## src/hw/rtl/rlbd_pkg.sv

```systemverilog
// Shared types and constants for the run-length bitmap decoder.
`default_nettype none
package rlbd_pkg;

  localparam int ROWB_W = 20;

  typedef struct packed {
    logic       mode;
    logic [7:0] char_code;
    logic       text_end;
    logic [3:0] row_select;
  } in_t;

  typedef struct packed {
    logic [2:0]        status;
    logic [7:0]        cells_written;
    logic [ROWB_W-1:0] row_bits;
  } out_t;

  typedef struct packed {
    logic rd_en;
    logic wr_en;
  } mem_ctl_t;

  typedef enum logic [1:0] {
    PH_KIND,
    PH_FIRST,
    PH_DIGITS,
    PH_ERROR
  } phase_t;

  typedef enum logic [2:0] {
    S_IDLE,
    S_ROW_WAIT,
    S_APPLY_RD,
    S_APPLY_WR,
    S_DONE
  } state_t;

  localparam logic [2:0] ST_CONSUMED       = 3'd0;
  localparam logic [2:0] ST_APPLIED        = 3'd1;
  localparam logic [2:0] ST_OVERFLOW       = 3'd2;
  localparam logic [2:0] ST_PARSE_ERR      = 3'd3;
  localparam logic [2:0] ST_END_INCOMPLETE = 3'd4;
  localparam logic [2:0] ST_END_COMPLETE   = 3'd5;
  localparam logic [2:0] ST_ROW_READ       = 3'd6;
  localparam logic [2:0] ST_IGNORED        = 3'd7;

  localparam logic [7:0] CHAR_WALL = 8'h77;
  localparam logic [7:0] CHAR_ZERO = 8'h30;
  localparam logic [7:0] CHAR_NINE = 8'h39;
  localparam logic [8:0] COUNT_MAX = 9'd511;

endpackage
`default_nettype wire

```

## src/hw/rtl/rlbd_bitmap_mem.sv

```systemverilog
// Bitmap row memory with per-row valid bits and registered read data.
`default_nettype none
module rlbd_bitmap_mem #(
  parameter int MAP_COLS = 20,
  parameter int MAP_ROWS = 12,
  localparam int ADDR_W = (MAP_ROWS > 1) ? $clog2(MAP_ROWS) : 1
) (
  input  logic                  clk,
  input  logic                  rst_n,
  input  rlbd_pkg::mem_ctl_t    ctl,
  input  logic [ADDR_W-1:0]     addr,
  input  logic [MAP_COLS-1:0]   wdata,
  output logic [MAP_COLS-1:0]   rdata
);
  import rlbd_pkg::*;

  logic [MAP_COLS-1:0] mem_r [MAP_ROWS];
  logic [MAP_ROWS-1:0] vld_r;
  logic [MAP_COLS-1:0] rdata_r;

  always_ff @(posedge clk) begin
    if (ctl.wr_en) begin
      mem_r[addr] <= wdata;
    end
  end

  always_ff @(posedge clk) begin
    if (ctl.rd_en) begin
      rdata_r <= vld_r[addr] ? mem_r[addr] : '0;
    end
  end

  always_ff @(posedge clk) begin
    if (!rst_n) begin
      vld_r <= '0;
    end else if (ctl.wr_en) begin
      vld_r[addr] <= 1'b1;
    end
  end

  assign rdata = rdata_r;

endmodule
`default_nettype wire

```

## src/hw/rtl/rlbd_seq.sv

```systemverilog
// Parser and section sequencer: row read-modify-write of the bitmap memory.
`default_nettype none
module rlbd_seq #(
  parameter int MAP_COLS = 20,
  parameter int MAP_ROWS = 12,
  localparam int ADDR_W = (MAP_ROWS > 1) ? $clog2(MAP_ROWS) : 1
) (
  input  logic                  clk,
  input  logic                  rst_n,
  input  logic                  in_valid,
  output logic                  in_stall,
  input  rlbd_pkg::in_t         in_data,
  output logic                  res_valid,
  input  logic                  res_ready,
  output rlbd_pkg::out_t        res,
  output rlbd_pkg::mem_ctl_t    mem_ctl,
  output logic [ADDR_W-1:0]     mem_addr,
  output logic [MAP_COLS-1:0]   mem_wdata,
  input  logic [MAP_COLS-1:0]   mem_rdata
);
  import rlbd_pkg::*;

  localparam int COL_W = $clog2(MAP_COLS + 1);
  localparam int ROW_W = $clog2(MAP_ROWS + 1);

  state_t              state_r, state_nxt;
  phase_t              phase_r, phase_nxt;
  logic                wall_r, wall_nxt;
  logic [8:0]          cnt_r, cnt_nxt;
  logic [COL_W-1:0]    col_r, col_nxt;
  logic [ROW_W-1:0]    row_r, row_nxt;
  logic [8:0]          rem_r, rem_nxt;
  logic                end_r, end_nxt;
  logic                kind_r, kind_nxt;
  logic                kindw_r, kindw_nxt;
  logic                rd_ok_r, rd_ok_nxt;
  out_t                res_r, res_nxt;

  logic                acc;
  logic                digit;
  logic                is_w;
  logic [12:0]         acc_sum;
  logic [8:0]          cnt_sat;
  phase_t              ph_c;
  logic [8:0]          cnt_c;
  logic                wall_c;
  logic [2:0]          st_c;
  logic                apply_req;
  logic [15:0]         cells_full;
  logic [7:0]          cells;
  logic                row_full;
  logic                apply_done;
  logic                ovf;
  logic [COL_W-1:0]    avail;
  logic [COL_W-1:0]    k;
  logic [COL_W-1:0]    end_pos;
  logic [MAP_COLS-1:0] mask;
  logic                sel_ok;
  logic [ADDR_W+3:0]   sel_ext;
  logic [MAP_COLS+ROWB_W-1:0] rd_ext;

  assign acc        = in_valid && (state_r == S_IDLE);
  assign is_w       = (in_data.char_code == CHAR_WALL);
  assign digit      = (in_data.char_code >= CHAR_ZERO) && (in_data.char_code <= CHAR_NINE);
  assign acc_sum    = (13'(cnt_r) << 3) + (13'(cnt_r) << 1) + 13'(in_data.char_code[3:0]);
  assign cnt_sat    = (acc_sum > 13'(COUNT_MAX)) ? COUNT_MAX : acc_sum[8:0];
  assign cells_full = 16'(row_r) * 16'(MAP_COLS) + 16'(col_r);
  assign cells      = cells_full[7:0];
  assign row_full   = (row_r >= ROW_W'(MAP_ROWS));
  assign apply_done = (rem_r == '0) || row_full;
  assign ovf        = (rem_r != '0);
  assign sel_ok     = (7'(in_data.row_select) < 7'(MAP_ROWS));
  assign sel_ext    = {{ADDR_W{1'b0}}, in_data.row_select};
  assign rd_ext     = {{ROWB_W{1'b0}}, mem_rdata};

  // character step of the parser
  always_comb begin
    ph_c   = phase_r;
    cnt_c  = cnt_r;
    wall_c = wall_r;
    st_c   = ST_CONSUMED;
    unique case (phase_r)
      PH_KIND: begin
        ph_c   = PH_FIRST;
        wall_c = is_w;
        cnt_c  = '0;
      end
      PH_FIRST: begin
        if (digit) begin
          ph_c  = PH_DIGITS;
          cnt_c = 9'(in_data.char_code[3:0]);
        end else begin
          ph_c = PH_ERROR;
          st_c = ST_PARSE_ERR;
        end
      end
      PH_DIGITS: begin
        if (digit) begin
          cnt_c = cnt_sat;
        end
      end
      PH_ERROR: begin
        st_c = ST_IGNORED;
      end
      default: begin
        st_c = ST_IGNORED;
      end
    endcase
  end

  assign apply_req = ((phase_r == PH_DIGITS) && !digit) ||
                     ((ph_c == PH_DIGITS) && in_data.text_end);

  // span of the section within the current row
  always_comb begin
    avail   = COL_W'(MAP_COLS) - col_r;
    k       = (9'(avail) <= rem_r) ? avail : rem_r[COL_W-1:0];
    end_pos = col_r + k;
    for (int i = 0; i < MAP_COLS; i++) begin
      mask[i] = (COL_W'(i) >= col_r) && (COL_W'(i) < end_pos);
    end
  end

  // next state
  always_comb begin
    state_nxt = state_r;
    unique case (state_r)
      S_IDLE: begin
        if (acc) begin
          if (in_data.mode) begin
            state_nxt = S_ROW_WAIT;
          end else if (apply_req) begin
            state_nxt = S_APPLY_RD;
          end else begin
            state_nxt = S_DONE;
          end
        end
      end
      S_ROW_WAIT: state_nxt = S_DONE;
      S_APPLY_RD: state_nxt = apply_done ? S_DONE : S_APPLY_WR;
      S_APPLY_WR: state_nxt = S_APPLY_RD;
      S_DONE: begin
        if (res_ready) begin
          state_nxt = S_IDLE;
        end
      end
      default: state_nxt = S_IDLE;
    endcase
  end

  // outputs
  always_comb begin
    in_stall      = (state_r != S_IDLE);
    res_valid     = (state_r == S_DONE);
    mem_ctl.rd_en = 1'b0;
    mem_ctl.wr_en = 1'b0;
    mem_addr      = row_r[ADDR_W-1:0];
    mem_wdata     = wall_r ? (mem_rdata | mask) : (mem_rdata & ~mask);
    unique case (state_r)
      S_IDLE: begin
        mem_addr      = sel_ext[ADDR_W-1:0];
        mem_ctl.rd_en = acc && in_data.mode && sel_ok;
      end
      S_APPLY_RD: mem_ctl.rd_en = !apply_done;
      S_APPLY_WR: mem_ctl.wr_en = 1'b1;
      S_ROW_WAIT, S_DONE: begin
      end
      default: begin
      end
    endcase
  end

  // datapath
  always_comb begin
    phase_nxt = phase_r;
    wall_nxt  = wall_r;
    cnt_nxt   = cnt_r;
    col_nxt   = col_r;
    row_nxt   = row_r;
    rem_nxt   = rem_r;
    end_nxt   = end_r;
    kind_nxt  = kind_r;
    kindw_nxt = kindw_r;
    rd_ok_nxt = rd_ok_r;
    res_nxt   = res_r;
    unique case (state_r)
      S_IDLE: begin
        if (acc) begin
          if (in_data.mode) begin
            rd_ok_nxt = sel_ok;
          end else if (apply_req) begin
            phase_nxt = ph_c;
            cnt_nxt   = cnt_c;
            rem_nxt   = cnt_c;
            end_nxt   = in_data.text_end;
            kind_nxt  = !digit;
            kindw_nxt = is_w;
          end else begin
            res_nxt.cells_written = cells;
            res_nxt.row_bits      = '0;
            if (in_data.text_end) begin
              res_nxt.status = ST_END_INCOMPLETE;
              phase_nxt      = PH_KIND;
              wall_nxt       = 1'b0;
              cnt_nxt        = '0;
              col_nxt        = '0;
              row_nxt        = '0;
            end else begin
              res_nxt.status = st_c;
              phase_nxt      = ph_c;
              wall_nxt       = wall_c;
              cnt_nxt        = cnt_c;
            end
          end
        end
      end
      S_ROW_WAIT: begin
        res_nxt.status        = ST_ROW_READ;
        res_nxt.cells_written = cells;
        res_nxt.row_bits      = rd_ok_r ? rd_ext[ROWB_W-1:0] : '0;
      end
      S_APPLY_RD: begin
        if (apply_done) begin
          res_nxt.cells_written = cells;
          res_nxt.row_bits      = '0;
          if (end_r) begin
            res_nxt.status = (!ovf && !kind_r && row_full) ? ST_END_COMPLETE
                                                           : ST_END_INCOMPLETE;
            phase_nxt      = PH_KIND;
            wall_nxt       = 1'b0;
            cnt_nxt        = '0;
            col_nxt        = '0;
            row_nxt        = '0;
          end else if (ovf) begin
            res_nxt.status = ST_OVERFLOW;
            phase_nxt      = PH_ERROR;
          end else begin
            res_nxt.status = ST_APPLIED;
            phase_nxt      = PH_FIRST;
            wall_nxt       = kindw_r;
            cnt_nxt        = '0;
          end
        end
      end
      S_APPLY_WR: begin
        rem_nxt = rem_r - 9'(k);
        if (end_pos == COL_W'(MAP_COLS)) begin
          col_nxt = '0;
          row_nxt = row_r + ROW_W'(1);
        end else begin
          col_nxt = end_pos;
        end
      end
      S_DONE: begin
      end
      default: begin
      end
    endcase
  end

  always_ff @(posedge clk) begin
    if (!rst_n) begin
      state_r <= S_IDLE;
      phase_r <= PH_KIND;
      wall_r  <= 1'b0;
      cnt_r   <= '0;
      col_r   <= '0;
      row_r   <= '0;
      rem_r   <= '0;
      end_r   <= 1'b0;
      kind_r  <= 1'b0;
      kindw_r <= 1'b0;
      rd_ok_r <= 1'b0;
    end else begin
      state_r <= state_nxt;
      phase_r <= phase_nxt;
      wall_r  <= wall_nxt;
      cnt_r   <= cnt_nxt;
      col_r   <= col_nxt;
      row_r   <= row_nxt;
      rem_r   <= rem_nxt;
      end_r   <= end_nxt;
      kind_r  <= kind_nxt;
      kindw_r <= kindw_nxt;
      rd_ok_r <= rd_ok_nxt;
    end
  end

  always_ff @(posedge clk) begin
    res_r <= res_nxt;
  end

  assign res = res_r;

endmodule
`default_nettype wire

```

## src/hw/rtl/run_length_bitmap_decoder_top.sv

```systemverilog
// Top level of the run-length bitmap decoder: sequencer, bitmap memory, output register.
//
// Input channel (in_valid/in_stall/in_data): one transaction per text character
// (mode 0) or per bitmap row read (mode 1). Output channel (out_valid/out_stall/
// out_data): exactly one result transaction per input transaction, in order.
// A transaction moves at a rising edge with valid high and stall low.
// A character that does not close a section goes to S_DONE, and its result then
// moves from the sequencer's result register into the output register; a row read
// passes through S_ROW_WAIT first, for the registered memory read data. A character
// that closes a section first runs a read-modify-write of every bitmap row the
// section touches, one row at a time through the single memory port (S_APPLY_RD,
// then S_APPLY_WR), up to MAP_ROWS rows; no input is taken before S_IDLE again.
// The output register holds one result; a new input is taken while it waits,
// and the sequencer holds its finished result until out_stall releases the slot.
// Reset (rst_n low, synchronous) clears the parser, cursor, channel state and
// the row valid bits, so the bitmap reads as all zeros; no clearing pass.
`default_nettype none
module run_length_bitmap_decoder_top #(
  parameter int MAP_COLS = 20,
  parameter int MAP_ROWS = 12
) (
  input  logic           clk,
  input  logic           rst_n,
  input  logic           in_valid,
  output logic           in_stall,
  input  rlbd_pkg::in_t  in_data,
  output logic           out_valid,
  input  logic           out_stall,
  output rlbd_pkg::out_t out_data
);
  import rlbd_pkg::*;

  localparam int ADDR_W = (MAP_ROWS > 1) ? $clog2(MAP_ROWS) : 1;

  logic                res_valid;
  logic                res_ready;
  out_t                seq_res;
  mem_ctl_t            mem_ctl;
  logic [ADDR_W-1:0]   mem_addr;
  logic [MAP_COLS-1:0] mem_wdata;
  logic [MAP_COLS-1:0] mem_rdata;
  logic                out_valid_r;
  out_t                out_data_r;

  rlbd_seq #(
    .MAP_COLS (MAP_COLS),
    .MAP_ROWS (MAP_ROWS)
  ) u_seq (
    .clk       (clk),
    .rst_n     (rst_n),
    .in_valid  (in_valid),
    .in_stall  (in_stall),
    .in_data   (in_data),
    .res_valid (res_valid),
    .res_ready (res_ready),
    .res       (seq_res),
    .mem_ctl   (mem_ctl),
    .mem_addr  (mem_addr),
    .mem_wdata (mem_wdata),
    .mem_rdata (mem_rdata)
  );

  rlbd_bitmap_mem #(
    .MAP_COLS (MAP_COLS),
    .MAP_ROWS (MAP_ROWS)
  ) u_mem (
    .clk   (clk),
    .rst_n (rst_n),
    .ctl   (mem_ctl),
    .addr  (mem_addr),
    .wdata (mem_wdata),
    .rdata (mem_rdata)
  );

  assign res_ready = !out_valid_r || !out_stall;

  always_ff @(posedge clk) begin
    if (!rst_n) begin
      out_valid_r <= 1'b0;
    end else if (res_valid && res_ready) begin
      out_valid_r <= 1'b1;
    end else if (!out_stall) begin
      out_valid_r <= 1'b0;
    end
  end

  always_ff @(posedge clk) begin
    if (res_valid && res_ready) begin
      out_data_r <= seq_res;
    end
  end

  assign out_valid = out_valid_r;
  assign out_data  = out_data_r;

  a_accept_blocks: assert property (@(posedge clk) disable iff (!rst_n)
    (in_valid && !in_stall) |=> in_stall)
    else $error("input accepted while a transaction is in progress");

  a_result_loads: assert property (@(posedge clk) disable iff (!rst_n)
    (res_valid && res_ready) |=> (out_valid_r && (out_data_r == $past(seq_res))))
    else $error("finished result not moved into the output register");

  a_mem_one_port: assert property (@(posedge clk) disable iff (!rst_n)
    !(mem_ctl.rd_en && mem_ctl.wr_en))
    else $error("memory read and write in the same cycle");

  a_mem_addr_range: assert property (@(posedge clk) disable iff (!rst_n)
    (mem_ctl.rd_en || mem_ctl.wr_en) |-> (int'(mem_addr) < MAP_ROWS))
    else $error("memory access beyond the last row");

endmodule
`default_nettype wire
```

## config.mk

```make
export PLATFORM = sky130hd
export DESIGN_NAME = run_length_bitmap_decoder_top
export DESIGN_NICKNAME = d
export VERILOG_FILES = /design/src/hw/rtl/rlbd_pkg.sv /design/src/hw/rtl/rlbd_bitmap_mem.sv /design/src/hw/rtl/rlbd_seq.sv /design/src/hw/rtl/run_length_bitmap_decoder_top.sv
export SDC_FILE = /design/constraint.sdc
export NUM_CORES = 1
export LEC_CHECK = 0
export BUFFER_PORTS_ARGS = -buffer_cell sky130_fd_sc_hd__buf_2
export CAP_MARGIN = 20
export CORE_AREA = 2 2 263 265
export CTS_CLUSTER_SIZE = 30
export DETAILED_ROUTE_END_ITERATION = 8
export DIE_AREA = 0 0 265 267
export PLACE_DENSITY = 0.43
export SETUP_SLACK_MARGIN = 0.4
export SYNTH_ARGS = -nofsm -noshare
export SYNTH_HDL_FRONTEND = slang
export SYNTH_SLANG_ARGS = --single-unit
```

## constraint.sdc

```tcl
create_clock -name clk -period 6.2 [get_ports clk]
set_input_delay 0.31 -clock clk [delete_from_list [all_inputs] [get_ports clk]]
set_output_delay 0.31 -clock clk [all_outputs]
set_load 0.1 [all_outputs]
```

-- Word level (Yosys, flattened, before mapping)
Memory sizes are Yosys's and may differ from the RTL's. A register that Yosys moved wholly into a read port is not among the register bits.
Index checks and enable logic that the tools add are counted.
- reductions and logical operators: 59
- order comparisons: 48
- equality and inequality tests: 22
- multipliers: 1
- bitwise logic cells: 5
- add/subtract/negate cells: 7
- multiplexer cells: 82
- operators by type and width (operator ; count):
    two-way mux 31 bit ; 4
    two-way mux 9 bit ; 13
    one-hot mux 31 bit (3 select lines) ; 1
    >= comparator 4 x 5 -> 1 bit (first input constant) ; 8
    less-than comparator 4 x 5 -> 1 bit (first input constant) ; 8
    two-way mux 20 bit ; 2
    two-way mux 5 bit ; 8
    one-hot mux 9 bit (2 select lines) ; 2
    two-way mux 4 bit ; 8
    logical AND 1 bit ; 30
    one-hot mux 9 bit (3 select lines) ; 1
    two-way mux 3 bit ; 7
    AND 20 bit ; 1
    >= comparator 3 x 5 -> 1 bit (first input constant) ; 4
    >= comparator 5 bit (first input constant) ; 4
    less-than comparator 3 x 5 -> 1 bit (first input constant) ; 4
    less-than comparator 5 bit (first input constant) ; 4
    NOT 20 bit ; 1
    bitwise OR 20 bit ; 1
    two-way mux 2 bit ; 9
    two-way mux 1 bit ; 17
    one-hot mux 3 bit (5 select lines) ; 1
    one-hot mux 5 bit (3 select lines) ; 1
    inequality test 2 x 1 -> 1 bit (second input constant) ; 7
    other kinds (52) ; 78
- output and inout bits: 33
- logic and storage cells: 244
- memory bits (writable): 240
- register bits: 112
- memories kept: 1
- memory list (name ; depth ; width ; read ports ; clocked after Yosys merged registers in ; write ports ; line ; source):
    u_mem.mem_r ; 12 ; 20 ; 1 ; 1 ; 1 ; rlbd_bitmap_mem.sv:17 ; logic [MAP_COLS-1:0] mem_r [MAP_ROWS];

-- Depth between registers and ports, before layout
- word-level depth: 11
- gate-level depth with buffers: 23
- depth with buffers taken out: 21

-- Hierarchy
A second synthesis with hierarchy kept.
- cells, all modules: 1094
- area total of the unflattened synthesis: 16442.0 um^2
- by module, submodules not included (module ; seq. area each (um^2) ; cells each ; times used ; area an instance (um^2)):
    rlbd_bitmap_mem ; 8047.7 ; 456 ; 1 ; 10173.5
    rlbd_seq ; 1671.6 ; 602 ; 1 ; 5296.3
    run_length_bitmap_decoder_top ; 950.9 ; 36 ; 1 ; 972.2

-- Least setup slack after synthesis
Ideal clock, no wire load.
- path type: register to register
- start point: register u_seq.col_r[2]
- end point: memory u_mem.mem_r[0][5], data pin
- arrival: 4309 ps
- data required time: 5921 ps
- cell stages (with the launch flop): 18
- path slack: 1611 ps
- library setup time: 279 ps
- path through: dfxtp_1 > clkbuf_8 > clkbuf_1 > o21ai_0 > xnor2_1 > ha_1 > nand3_1 > o21bai_1 > a31oi_4 > mux2_2 > ha_1 > a21o_1 > a21oi_1 > xor2_1 > clkbuf_1 > o21ai_0 > o21ai_0 > mux2_2
- word-level cells in the longest chain between the ends: 9
- elaborated cells on any way between the ends: 11
- classes of those cells: 2 x add/sub; 3 x order compare; 2 x mux; 3 x bitwise; 1 x reduce/logical
- ends and longest elaborated chain (item ; line ; source):
    from (decl) ; rlbd_seq.sv:30 ; logic [COL_W-1:0] col_r, col_nxt;
    from (signal assigned) ; rlbd_seq.sv:279 ; col_r <= col_nxt;
    subtractor 5 bit ; rlbd_seq.sv:116 ; avail = COL_W'(MAP_COLS) - col_r;
    less-or-equal comparator 5 x 9 -> 1 bit ; rlbd_seq.sv:117 ; k = (9'(avail) <= rem_r) ? avail : rem_r[COL_W-1:0];
    two-way mux 5 bit ; rlbd_seq.sv:117 ;
    adder 5 bit ; rlbd_seq.sv:118 ; end_pos = col_r + k;
    less-than comparator 3 x 5 -> 1 bit ; rlbd_seq.sv:120 ; mask[i] = (COL_W'(i) >= col_r) && (COL_W'(i) < end_pos);
    logical AND 1 bit * ; rlbd_seq.sv:120 ;
    NOT 20 bit ; rlbd_seq.sv:158 ; mem_wdata = wall_r ? (mem_rdata | mask) : (mem_rdata & ~mask);
    AND 20 bit ; rlbd_seq.sv:158 ;
    two-way mux 20 bit * ; rlbd_seq.sv:158 ;
    net mem_wdata[5] ; run_length_bitmap_decoder_top.sv:40 ; logic [MAP_COLS-1:0] mem_wdata;
    to (decl) ; rlbd_bitmap_mem.sv:17 ;
The timed path passes the listed nets; every way through them passes the cells marked *.

-- Final worst setup path
- start point: register u_seq.col_r[1]
- end point: memory u_mem.mem_r[6][2], data pin
- word-level cells in the longest chain between the ends: 9
- elaborated cells on any way between the ends: 11
- classes of those cells: 2 x add/sub; 3 x order compare; 2 x mux; 3 x bitwise; 1 x reduce/logical
- ends and longest elaborated chain (item ; line):
    subtractor 5 bit ; rlbd_seq.sv:116
    less-or-equal comparator 5 x 9 -> 1 bit ; rlbd_seq.sv:117
    two-way mux 5 bit ; rlbd_seq.sv:117
    adder 5 bit ; rlbd_seq.sv:118
    less-than comparator 2 x 5 -> 1 bit ; rlbd_seq.sv:120
    logical AND 1 bit * ; rlbd_seq.sv:120
    NOT 20 bit ; rlbd_seq.sv:158
    AND 20 bit ; rlbd_seq.sv:158
    two-way mux 20 bit * ; rlbd_seq.sv:158
    net mem_wdata[2] ; run_length_bitmap_decoder_top.sv:40
Marked as above.

==> metrics.txt <==
Setup Buffers After CTS 0; number of diodes 0; Setup-failing EPs final 0; die footprint 70760 um2; most frequent cell after synthesis edfxtp_1; CP endpoint kind register; post-DR vias/cell 4.872; peak supply drop 188.5 uV; Switching Share 30.64%; register area share after synthesis 63.26%; CP Cell Sequence inv_1 > ha_1 > inv_1 > a21oi_1 > xor2_1 > ha_1 > nand3_1 > o21bai_1 > a31oi_4 > nand2_1 > o21ai_0 > ha_1 > inv_1 > fa_1 > inv_1 > a21o_1 > a21oi_1 > xnor2_1 > xnor2_2 > buf_8 > o21ai_0 > mux2_2; CTS tree yes; max_cap viols 0; Tmin final 5.411 ns; synth warn 0; clock slew at reported path FFs 0.06 ns; Synth top area share 57.33%; CTS H-tree depth 2; Combinational Power Share 19.5%; top_reg_cell synth edfxtp_1; biggest area consumer among synthesized cells edfxtp_1; routed wire length per instance 20.73 um; Crit path top cell by count inv_1; achievable clock frequency 184.8 MHz; most common library cells after synthesis 322 x edfxtp_1, 178 x nand2_1, 83 x and2_1, 78 x nor2_1, 72 x a21oi_1; slowest CP cell dfxtp_1; GRT overflow 0; via count 11375; Sw Pwr 0.002120 W; family with the most delay on the worst path adder cells; RSZ-0062 raised after global routing no; Port Buffers 50; Leak Pwr 6.693 nW; Worst path max stage delay 0.62 ns; Setup CP Type register to register; Mapped Nets 1435; DRT Wirelength 48.40 mm; number of I/O pins 51; EDFF count, synth 322; 1st-iter DRT viols 871; Starting Density 24.81%; layout cells sized above 1 14.32%; sequential cell area 10670 um2; Avg Cell Area, Syn 12.30 um2; clk_skew 0.02048 ns; CTS Sinks 372; Slew headroom 29.99%; P_int 0.004799 W; Yosys cell types 79; Worst Hold Class input port to register; crit-path max FO 15; top cells by area, synth edfxtp_1 57%, dfxtp_1 5.9%, nand2_1 4.0%; area of the multi-input gates 5857 um2; Mapped Cells 1371; initial antenna violation count 0; Clock Latency Late Sink 0.57 ns; Slew Viols, Final 0; Worst EP required 6.48 ns; DRC viols 0; Synth Register Bits 372; largest net degree at the start of global routing 85; setup TNS 0 ns; GPL Wtd Cong 0.8210; fillers 6895; Max clock buf depth 3; clock share of power 37.3%; Final Hold Vio Count 0; fin cells 2335; crit share post-route 87.28%; Detail Placement HPWL 29.91 mm; Synth async-reset ratio 0%; row count 96; Arr. time, crit path 5.70 ns; number of global-route vias before repair 11021; CP Buf/Inv Count 5; Routed Antenna Nets 0; fin nets 1485; Die Span Y 267 um; Core Footprint 67990 um2; hold_buf cts 0; Inserted Clock Buffers 41; Seq pwr share 43.2%; die width 265 um; Post-Syn Area 16870 um2; DRT Pass-1 Iters 5; global-route wire length before repair 72.37 mm; Worst Tran Pin Value 1.050 ns; post-CTS sizing 0; Syn-to-layout area delta 17.16%; gr usage total 13.61%; outcome complete, no violations; Critical Path Source Type register; pwr dens 350.1 nW/um2; placed cell count 2259; CTS root buf clkbuf_16
==> power groups by stage <==
stage                     registers, W  logic (W)  clock network (W)
after floorplan                0.00335   0.000650                  0
after global placement         0.00304    0.00135                  0
after detailed placement       0.00304    0.00135                  0
after CTS                      0.00299    0.00136            0.00265
after global routing           0.00300    0.00145            0.00274
final                          0.00299    0.00135            0.00258
==> registers in the layout (all words and copies together), names as in the netlist, 2 cells and up <==
signal / cells
u_mem.rdata: 20
u_seq.row_r: 4
u_mem.vld_r: 12
u_seq.state_r: 3
u_seq.res: 31
u_seq.col_r: 5
u_seq.cnt_r: 9
u_seq.phase_r: 2
u_seq.rem_r: 9
out_data: 31
u_mem.mem_r: 240
==> stage by stage <==
| step | cell area (um2) | setup slack, ns | hold WS, ns | utilization, % | power [W] |
|---|---|---|---|---|---|
| 3_5_place_dp | 18320 | 0.8713 | 0.4045 | 26.95 | 0.004396 |
| 3_3_place_gp | 18310 | 0.4329 | 0.4030 | 26.93 | 0.004390 |
| 5_1_grt | 19760 | 0.4251 | 0.03716 | 29.07 | 0.007191 |
| 6_report | 19760 | 0.7889 | 0.05478 | 29.07 | 0.006919 |
| 4_1_cts | 19740 | 0.8293 | 0.02010 | 29.04 | 0.006998 |
| 2_1_floorplan | 16870 | 1.611 | 0.4003 | - | 0.003999 |
==> placed cells by master, fill, tap and decap left out, types with 7 or more instances in the layout <==
| master | n |
|---|---|
| mux2_2 | 22 |
| ha_1 | 40 |
| buf_2 | 50 |
| nand4_1 | 8 |
| a211oi_1 | 64 |
| dfxtp_1 | 50 |
| buf_4 | 37 |
| nor2_1 | 78 |
| xnor2_1 | 14 |
| o31ai_1 | 8 |
| nand3_1 | 17 |
| bufinv_16 | 7 |
| edfxtp_1 | 322 |
| a21o_1 | 13 |
| nor3_1 | 10 |
| nor3_2 | 9 |
| a21oi_1 | 70 |
| a311oi_1 | 22 |
| clkbuf_16 | 42 |
| a311o_1 | 20 |
| and2_1 | 83 |
| a31oi_1 | 51 |
| o21ai_0 | 38 |
| clkinv_2 | 7 |
| clkbuf_1 | 7 |
| nand2_1 | 177 |
| inv_1 | 33 |
| clkinv_1 | 7 |
| o22ai_1 | 7 |
| nand2b_1 | 7 |
==> routing by layer <==
| layer | up-vias | global-route usage (%) | wire length (um) | share of wire, % |
|---|---|---|---|---|
| met1 | 5743 | 18.70 | 22600 | 47 |
| met4 | 0 | 4.031 | 1200 | 2.5 |
| li1 | 5302 | - | - | - |
| met3 | 72 | 2.233 | 2055 | 4.2 |
| met5 | - | 0 | 0 | 0 |
| met2 | 258 | 22.02 | 22540 | 47 |
==> cell type report <==
cell class,count,share of cell area [%]
Multi-Input combinational cell,882,29.64
Inverter,34,0.6458
Tap cell,882,5.584
Timing Repair Buffer,90,2.950
Clock buffer,51,5.591
Clock inverter,24,1.596
Sequential cell,372,53.99
==> logic make-up (layout without fill, tap and decap cells) <==
| group | count (synthesis) | after routing | share of synthesized area (%) |
|---|---|---|---|
| muxes | 33 | 33 | 2.255 |
| xor gates and xnor gates | 21 | 21 | 1.135 |
| adders and majority gates | 47 | 47 | 3.739 |
| and+or+nand+nor | 426 | 426 | 12.00 |
| buffers and inverters | 117 | 199 | 3.056 |
| DFF | 372 | 372 | 63.26 |
| AOI/OAI and AO/OA | 355 | 355 | 14.55 |
==> worst register-to-register path: cells and delay by family, from the launching register on <==
| kind | cells | cell delay [ns] |
|---|---|---|
| and+or+nand+nor | 2 | 0.19 |
| buffers and inverters | 5 | 0.64 |
| adders and majority gates | 4 | 1.33 |
| muxes | 1 | 0.48 |
| xor gates and xnor gates | 3 | 0.76 |
| DFF | 1 | 0.62 |
| AOI/OAI and AO/OA | 7 | 1.14 |
==> path summary, 6_finish.rpt <==
kind	start	end	slack [ns]	cells after the start
setup / recovery	u_seq.col_r[1]	u_mem.mem_r[6][2]	0.79	22
hold / removal	out_stall	out_valid	0.05	3
setup reg to reg	u_seq.col_r[1]	u_mem.mem_r[6][2]	0.79	22
hold reg to reg	u_seq.res[5]	out_data[5]	0.42	0
Note: power is estimated with default switching activity, not from simulation.
